--- src/rtl/mgsf_pkg.sv ---
// Shared widths, register indexes and codes for the masked gradient shine fill core.
package mgsf_pkg;

  localparam int PIX_W    = 8;
  localparam int COL_W    = 10;
  localparam int ROW_W    = 10;
  localparam int HGT_W    = 11;
  localparam int SHINE_W  = 11;
  localparam int NIB_W    = 4;
  localparam int CFG_IDX_W = 3;
  localparam int CFG_DAT_W = 11;

  // Blend operands: hue operand reaches 21 (five bits); quotient stays below 32.
  localparam int OPD_W = 5;
  localparam int QUO_W = 5;
  // Numerator (D - t) * p + t * q stays below 30 * 2047.
  localparam int NUM_W = 16;

  // Input regs, blend setup, numerator, one stage per quotient bit, output reg.
  localparam int PIPE_DEPTH = 4 + QUO_W;

  localparam logic [CFG_IDX_W-1:0] REG_COLOR_START = 3'd0;
  localparam logic [CFG_IDX_W-1:0] REG_COLOR_END   = 3'd1;
  localparam logic [CFG_IDX_W-1:0] REG_MASK_COLOR  = 3'd2;
  localparam logic [CFG_IDX_W-1:0] REG_RECT_HEIGHT = 3'd3;
  localparam logic [CFG_IDX_W-1:0] REG_TOP_ODD     = 3'd4;
  localparam logic [CFG_IDX_W-1:0] REG_SHINE_START = 3'd5;
  localparam logic [CFG_IDX_W-1:0] REG_SHINE_INT   = 3'd6;

  localparam logic [NIB_W-1:0] LUMA_MAX  = 4'hF;
  localparam logic [OPD_W-1:0] HUE_RING  = 5'd15;
  localparam logic [NIB_W-1:0] HUE_SPAN  = 4'd7;

  // How the hue quotient is mapped back onto the palette.
  typedef enum logic [1:0] {
    HUE_PLAIN,  // lower hue is white: quotient is the hue
    HUE_ADD1,   // short way round: quotient + 1
    HUE_WRAP    // wrap across hue 15: (quotient mod 15) + 1
  } hue_mode_e;

endpackage

--- src/rtl/masked_gradient_shine_fill_core.sv ---
// Masked vertical gradient fill with diagonal shine highlight, deep pipeline top level.
//
//  channel | signals                                   | handshake
//  --------+-------------------------------------------+-----------------------------
//  pixel   | start, busy, pixel_in_i, column_i,        | taken when start & !busy
//          | row_offset_i                              |
//  result  | done_o, pixel_out_o, write_pixel_o        | one-cycle strobe, no stall
//  config  | cfg_valid_i, cfg_ready_o, cfg_index_i,    | written when valid & ready
//          | cfg_data_i                                |
//
// One word per cycle in, one word per cycle out; each result passes the capture, blend
// setup, numerator, divider and output registers in turn. The depth is set by the row-ratio
// divider, which resolves one quotient bit per stage for hue and luma side by side.
// busy stays low and cfg_ready_o stays high; the result side cannot stall, so the
// pipeline simply advances every cycle.
// Reset clears the valid bits and the config registers (rect_height to 1).
module masked_gradient_shine_fill_core (
  input  logic                          clk_i,
  input  logic                          rst_ni,
  input  logic                          start,
  output logic                          busy,
  input  logic [mgsf_pkg::PIX_W-1:0]    pixel_in_i,
  input  logic [mgsf_pkg::COL_W-1:0]    column_i,
  input  logic [mgsf_pkg::ROW_W-1:0]    row_offset_i,
  output logic                          done_o,
  output logic [mgsf_pkg::PIX_W-1:0]    pixel_out_o,
  output logic                          write_pixel_o,
  input  logic                          cfg_valid_i,
  output logic                          cfg_ready_o,
  input  logic [mgsf_pkg::CFG_IDX_W-1:0] cfg_index_i,
  input  logic [mgsf_pkg::CFG_DAT_W-1:0] cfg_data_i
);
  import mgsf_pkg::*;

  localparam int SC_W = SHINE_W + 2;  // signed shine column and distance

  typedef struct packed {
    logic                 match;
    logic [PIX_W-1:0]     pix;
    logic [NIB_W-1:0]     glow;
    hue_mode_e            mode;
    logic [HGT_W-1:0]     dvs;
    logic [NUM_W-1:0]     rem_h;
    logic [NUM_W-1:0]     rem_l;
    logic [QUO_W-1:0]     quo_h;
    logic [QUO_W-1:0]     quo_l;
  } div_stage_t;

  // ---------------------------------------------------------------- config
  logic [PIX_W-1:0]   color_start_q, color_end_q, mask_color_q;
  logic [HGT_W-1:0]   rect_height_q;
  logic               top_odd_q;
  logic [SHINE_W-1:0] shine_start_q;
  logic [NIB_W-1:0]   shine_int_q;

  assign cfg_ready_o = 1'b1;
  assign busy        = 1'b0;

  always_ff @(posedge clk_i or negedge rst_ni) begin
    if (!rst_ni) begin
      color_start_q <= '0;
      color_end_q   <= '0;
      mask_color_q  <= '0;
      rect_height_q <= HGT_W'(1);
      top_odd_q     <= 1'b0;
      shine_start_q <= '0;
      shine_int_q   <= '0;
    end else if (cfg_valid_i && cfg_ready_o) begin
      case (cfg_index_i)
        REG_COLOR_START: color_start_q <= cfg_data_i[PIX_W-1:0];
        REG_COLOR_END:   color_end_q   <= cfg_data_i[PIX_W-1:0];
        REG_MASK_COLOR:  mask_color_q  <= cfg_data_i[PIX_W-1:0];
        REG_RECT_HEIGHT: rect_height_q <= cfg_data_i[HGT_W-1:0];
        REG_TOP_ODD:     top_odd_q     <= cfg_data_i[0];
        REG_SHINE_START: shine_start_q <= cfg_data_i[SHINE_W-1:0];
        REG_SHINE_INT:   shine_int_q   <= cfg_data_i[NIB_W-1:0];
        default: ;
      endcase
    end
  end

  // ---------------------------------------------------------------- stage 1: capture
  logic             v1_q;
  logic [PIX_W-1:0] pix1_q;
  logic [COL_W-1:0] col1_q;
  logic [ROW_W-1:0] row1_q;

  always_ff @(posedge clk_i or negedge rst_ni) begin
    if (!rst_ni) v1_q <= 1'b0;
    else         v1_q <= start && !busy;
  end

  always_ff @(posedge clk_i) begin
    pix1_q <= pixel_in_i;
    col1_q <= column_i;
    row1_q <= row_offset_i;
  end

  // ---------------------------------------------------------------- stage 2: blend setup
  logic [HGT_W-1:0]  dvs_d, row_ext, rr_d;
  logic [NIB_W-1:0]  hue_a, hue_b, hue_lo, hue_hi, lo_m1, hi_m1;
  logic              hue_swap;
  logic [OPD_W-1:0]  hp_d, hq_d;
  logic [HGT_W-1:0]  ht_d;
  hue_mode_e         mode_d;
  logic [ROW_W:0]    row_par;
  logic [ROW_W-1:0]  half_row;
  logic [SC_W-1:0]   shine_col, col_diff, adist;
  logic [NIB_W-1:0]  glow_d;

  always_comb begin
    dvs_d   = (rect_height_q <= HGT_W'(1)) ? HGT_W'(1) : rect_height_q - HGT_W'(1);
    row_ext = HGT_W'(row1_q);
    // Height of one or zero: ratio is zero; rows past the bottom clamp to it.
    if (rect_height_q <= HGT_W'(1)) rr_d = '0;
    else                            rr_d = (row_ext > dvs_d) ? dvs_d : row_ext;

    hue_a    = color_start_q[PIX_W-1:NIB_W];
    hue_b    = color_end_q[PIX_W-1:NIB_W];
    hue_swap = hue_a > hue_b;
    hue_lo   = hue_swap ? hue_b : hue_a;
    hue_hi   = hue_swap ? hue_a : hue_b;
    ht_d     = hue_swap ? dvs_d - rr_d : rr_d;
    lo_m1    = hue_lo - NIB_W'(1);
    hi_m1    = hue_hi - NIB_W'(1);
    if (hue_lo == '0) begin
      mode_d = HUE_PLAIN;
      hp_d   = '0;
      hq_d   = OPD_W'(hue_hi);
    end else if ((hi_m1 - lo_m1) > HUE_SPAN) begin
      // shorter way round the ring crosses from hue 15 back to hue 1
      mode_d = HUE_WRAP;
      hp_d   = OPD_W'(lo_m1) + HUE_RING;
      hq_d   = OPD_W'(hi_m1);
    end else begin
      mode_d = HUE_ADD1;
      hp_d   = OPD_W'(lo_m1);
      hq_d   = OPD_W'(hi_m1);
    end

    // Shine column drifts left one step every second absolute row.
    row_par   = (ROW_W+1)'(row1_q) + (ROW_W+1)'(top_odd_q);
    half_row  = row_par[ROW_W:1];
    shine_col = SC_W'(shine_start_q) - SC_W'(half_row);
    col_diff  = shine_col - SC_W'(col1_q);
    adist     = col_diff[SC_W-1] ? (~col_diff + SC_W'(1)) : col_diff;
    if (shine_start_q == '0)                  glow_d = '0;
    else if (adist < SC_W'(shine_int_q))      glow_d = shine_int_q - adist[NIB_W-1:0];
    else                                      glow_d = '0;
  end

  logic             v2_q;
  logic             match2_q;
  logic [PIX_W-1:0] pix2_q;
  logic [NIB_W-1:0] glow2_q;
  hue_mode_e        mode2_q;
  logic [HGT_W-1:0] dvs2_q, ht2_q, lt2_q;
  logic [OPD_W-1:0] hp2_q, hq2_q, lp2_q, lq2_q;

  always_ff @(posedge clk_i or negedge rst_ni) begin
    if (!rst_ni) v2_q <= 1'b0;
    else         v2_q <= v1_q;
  end

  always_ff @(posedge clk_i) begin
    match2_q <= (pix1_q == mask_color_q);
    pix2_q   <= pix1_q;
    glow2_q  <= glow_d;
    mode2_q  <= mode_d;
    dvs2_q   <= dvs_d;
    ht2_q    <= ht_d;
    lt2_q    <= rr_d;
    hp2_q    <= hp_d;
    hq2_q    <= hq_d;
    lp2_q    <= OPD_W'(color_start_q[NIB_W-1:0]);
    lq2_q    <= OPD_W'(color_end_q[NIB_W-1:0]);
  end

  // ---------------------------------------------------------------- stage 3: numerators
  div_stage_t          div_d [0:QUO_W];
  div_stage_t          div_q [0:QUO_W];
  logic [QUO_W:0]      dv_q;
  logic [HGT_W-1:0]    hdt, ldt;
  logic [NUM_W-1:0]    step_sub [0:QUO_W-1];

  // ---------------------------------------------------------------- divider: one bit a stage
  always_comb begin
    hdt = dvs2_q - ht2_q;
    ldt = dvs2_q - lt2_q;
    div_d[0].match = match2_q;
    div_d[0].pix   = pix2_q;
    div_d[0].glow  = glow2_q;
    div_d[0].mode  = mode2_q;
    div_d[0].dvs   = dvs2_q;
    div_d[0].rem_h = NUM_W'(hdt) * NUM_W'(hp2_q) + NUM_W'(ht2_q) * NUM_W'(hq2_q);
    div_d[0].rem_l = NUM_W'(ldt) * NUM_W'(lp2_q) + NUM_W'(lt2_q) * NUM_W'(lq2_q);
    div_d[0].quo_h = '0;
    div_d[0].quo_l = '0;
    for (int k = 0; k < QUO_W; k++) begin
      div_d[k+1]  = div_q[k];
      step_sub[k] = NUM_W'(div_q[k].dvs) << (QUO_W - 1 - k);
      if (div_q[k].rem_h >= step_sub[k]) begin
        div_d[k+1].rem_h                = div_q[k].rem_h - step_sub[k];
        div_d[k+1].quo_h[QUO_W - 1 - k] = 1'b1;
      end
      if (div_q[k].rem_l >= step_sub[k]) begin
        div_d[k+1].rem_l                = div_q[k].rem_l - step_sub[k];
        div_d[k+1].quo_l[QUO_W - 1 - k] = 1'b1;
      end
    end
  end

  always_ff @(posedge clk_i or negedge rst_ni) begin
    if (!rst_ni) dv_q <= '0;
    else         dv_q <= {dv_q[QUO_W-1:0], v2_q};
  end

  always_ff @(posedge clk_i) begin
    for (int k = 0; k <= QUO_W; k++) div_q[k] <= div_d[k];
  end

  // ---------------------------------------------------------------- output stage
  div_stage_t       fin;
  logic [NIB_W-1:0] hue_f;
  logic [QUO_W-1:0] wrap_q;
  logic [NIB_W:0]   luma_sum;
  logic [NIB_W-1:0] luma_f;
  logic [PIX_W-1:0] pixel_out_d;

  always_comb begin
    fin    = div_q[QUO_W];
    wrap_q = (fin.quo_h >= HUE_RING) ? fin.quo_h - HUE_RING : fin.quo_h;
    case (fin.mode)
      HUE_PLAIN: hue_f = fin.quo_h[NIB_W-1:0];
      HUE_ADD1:  hue_f = fin.quo_h[NIB_W-1:0] + NIB_W'(1);
      HUE_WRAP:  hue_f = wrap_q[NIB_W-1:0] + NIB_W'(1);
      default:   hue_f = fin.quo_h[NIB_W-1:0];
    endcase
    luma_sum    = (NIB_W+1)'(fin.quo_l[NIB_W-1:0]) + (NIB_W+1)'(fin.glow);
    luma_f      = luma_sum[NIB_W] ? LUMA_MAX : luma_sum[NIB_W-1:0];
    pixel_out_d = fin.match ? {hue_f, luma_f} : fin.pix;
  end

  logic             done_q, write_q;
  logic [PIX_W-1:0] pixel_out_q;

  always_ff @(posedge clk_i or negedge rst_ni) begin
    if (!rst_ni) begin
      done_q  <= 1'b0;
      write_q <= 1'b0;
    end else begin
      done_q  <= dv_q[QUO_W];
      write_q <= dv_q[QUO_W] && fin.match;
    end
  end

  always_ff @(posedge clk_i) begin
    pixel_out_q <= pixel_out_d;
  end

  assign done_o        = done_q;
  assign write_pixel_o = write_q;
  assign pixel_out_o   = pixel_out_q;

endmodule

--- config.mk ---
export PLATFORM = sky130hd
export DESIGN_NAME = masked_gradient_shine_fill_core
export DESIGN_NICKNAME = d
export VERILOG_FILES = /design/src/rtl/mgsf_pkg.sv /design/src/rtl/masked_gradient_shine_fill_core.sv
export SDC_FILE = /design/constraint.sdc
export NUM_CORES = 1
export LEC_CHECK = 0
export BUFFER_PORTS_ARGS = -buffer_cell sky130_fd_sc_hd__buf_2
export CORE_AREA = 2 2 334 336
export CTS_CLUSTER_SIZE = 10
export DETAILED_ROUTE_END_ITERATION = 16
export DIE_AREA = 0 0 336 338
export GPL_ROUTABILITY_DRIVEN = 0
export SETUP_SLACK_MARGIN = 0.15
export SLEW_MARGIN = 25
export SYNTH_ARGS = -nofsm -noshare
export SYNTH_HDL_FRONTEND = slang
export SYNTH_SLANG_ARGS = --single-unit
--- constraint.sdc ---
create_clock -name clk_i -period 7.7 [get_ports clk_i]
set_input_delay 0.77 -clock clk_i [delete_from_list [all_inputs] [get_ports clk_i]]
set_output_delay 0.77 -clock clk_i [all_outputs]
set_load 0.02 [all_outputs]
==> reports/metrics.yaml <==
h-tree-depth: 2
clk_pin_slew_ns: 0.06
wire_per_inst_um: 13.3
rr_worst_depth: 26
drcViolationCount: 0
placedCellCount: 4268
synth-edff-count: 0
root_buffer: "clkbuf_16"
hold_path.class: "primary input to flip-flop"
grt_pass1_vias: 18401
maxCapViolations: 0
cp-end-kind: "flip-flop"
post_cts_resized: 0
fin_nets: 3298
r2r_end: "div_q[0][40]"
cts_setup_buffers: 0
drtIter0Drc: 906
netlist_area_sq_um: 27200
area_growth_pct: 13.2
synth_area_per_cell_sq_um: 9.84
rows: 122
hold_end: "col1_q[2]"
fillers: 11567
startpoint: "ht2_q[0]"
final_hold_viol_count: 0
vias: 18470
rsz0062_at_grt: "false"
reg2reg_slack_ns: 0.72
ys_seq_area_frac: 0.373
ys_seq_elements: 492
cts_tree: "done"
synthArstFlopShare: 0.124
crit_top_cell: "fa_1"
via_per_inst: 4.25
skew_ns: 0.0291
core_area_sq_um: 110000
setup_viol: 0
crit_fanout: 5
port-buffer-count: 55
ys_types: 89
clockBufferDepth: 3
clock_sinks: 492
start_kind: "flip-flop"
maxSlewViolCount: 0
final_cells: 4346
max_slew_margin: 0.306
max_clock_freq_mhz: 143
die_y_um: 338
antenna_found_initial: 0
slowest_stage: "fa_1"
cts_buffers: 56
min_path_cells: 1
critPathKind: "flip-flop to flip-flop"
critPathArrivalTime_ns: 7.52
hp-start: "column_i[2]"
fin_crit_ns: 6.98
start_util: 0.248
cpPeakStageDelay_ns: 0.54
finalCritPeriodShare: 0.906
tightest_slew_ns: 1.03
reg2reg_from: "ht2_q[0]"
antenna_left: 0
ys_warn_count: 0
wl_um: 58000
die_area_sq_um: 114000
setup_tns_ns: 0
io_pins: 58
syn_inst: 2769
whs_ns: 0.230
cts_hold_buf: 0
grt_pass1_wl_um: 94200
grt_util_all_layers: 0.102
grt_max_degree: 62
dieWidth_um: 336
crit_required_ns: 8.24
gr-total-overflow: 0
synthFlopType: "dfxtp_1"
dr.pass1.iters: 5
hpwl_um: 46200
status: "finished clean"
drive_above_1_share: 0.0837
clkLatencyLatePin_ns: 0.63
## how the worst max path moves through the flow
stage | endpoint | cells after the start | slack [ns]
after floorplan | div_q[0][40] | 26 | 1.27
after global placement | div_q[0][41] | 26 | 0.71
after detailed placement | div_q[0][41] | 25 | 0.63
after CTS | div_q[0][41] | 25 | 0.59
after global routing | div_q[0][40] | 27 | 0.24
final | div_q[0][40] | 26 | 0.72
## per-stage QoR
stage	utilization	cell area [sq um]	setup slack [ns]
6_report	0.280	30800	0.723
5_1_grt	0.280	30800	0.239
4_1_cts	0.280	30800	0.595
3_5_place_dp	0.266	29200	0.629
3_3_place_gp	0.266	29200	0.715
2_1_floorplan	-	27300	1.27
## flip-flops by register name (all words and copies together) (netlist names), 5 cells and up
signal / count
col1_q: 10
color_end_q: 8
color_start_q: 8
div_q: 330
dv_q: 6
dvs2_q: 11
hp2_q: 5
ht2_q: 11
lt2_q: 11
mask_color_q: 8
pix1_q: 8
pix2_q: 8
pixel_out_o: 8
rect_height_q: 11
row1_q: 10
shine_start_q: 11
## worst max-delay path, delay by kind of cell, from the launching register on
family                     cells  cell delay (ns)
AOI/OAI and AO/OA             10             2.13
and+or+nand+nor                2             0.30
xor gates and xnor gates       2             0.45
adders and majority gates      8             3.46
buffers and inverters          4             0.20
DFF                            1             0.38
## area by class of cell
type	count	area (sq um)	area share
antenna	1	2.50	0.0000811
multi-input combinational	1905	15700	0.509
clock inverter	5	105	0.00341
timing repair buffer	62	328	0.0106
clock buffer	72	1490	0.0484
inverter	321	1200	0.0391
sequential	492	10200	0.329
tap	1488	1860	0.0604
## cells in the mapped netlist (65+ instances only)
cell	count	area [sq um]
mux2_2	69	777
xnor2_1	112	981
a21oi_1	143	716
nand2_1	185	694
inv_1	320	1200
fa_1	143	2860
ha_1	271	3390
nor2_1	170	638
o21ai_0	90	450
and2_1	105	657
dfxtp_1	431	8630
xor2_1	65	569
## per-layer routing
layer | GRT usage | vias to the layer above | wire, um
li1 | - | 9433 | -
met1 | 0.133 | 8658 | 27600
met2 | 0.173 | 281 | 27000
met3 | 0.0145 | 98 | 1840
met4 | 0.0333 | 0 | 1620
met5 | 0 | - | 0
## cell families after synthesis
group / count (synthesis) / share of synthesized area
compound gates: 475 / 0.114
xor+xnor: 177 / 0.0569
fa+ha+maj: 415 / 0.230
buf+inv: 373 / 0.0522
flops: 492 / 0.373
mux: 94 / 0.0379
other cells: 2 / 0.000276
simple gates: 741 / 0.136
## layout by cell type, fill, tap and decap left out, types with 10 or more instances in the layout
cell type	count
xor2_1	65
nand2_1	185
a31oi_1	11
xnor2_1	111
nor3_1	50
dfrtp_1	60
and3_1	10
clkbuf_16	56
ha_1	271
o21a_1	28
dfxtp_1	431
nor2b_1	53
nand4_1	22
a21oi_1	143
o21bai_1	12
a21boi_0	17
or2_2	14
mux2i_1	24
nor2_1	170
mux2_2	69
buf_2	55
nand2b_1	25
clkbuf_1	13
nor4_1	18
or3_1	13
a21o_1	53
inv_1	320
o22ai_1	12
o21ai_0	90
nand4b_1	10
and2_1	105
nand3_1	39
fa_1	143
Power is left out: the tool's default activity adds up to more than one toggle a clock period on the data nets, which glitch-free logic cannot reach.
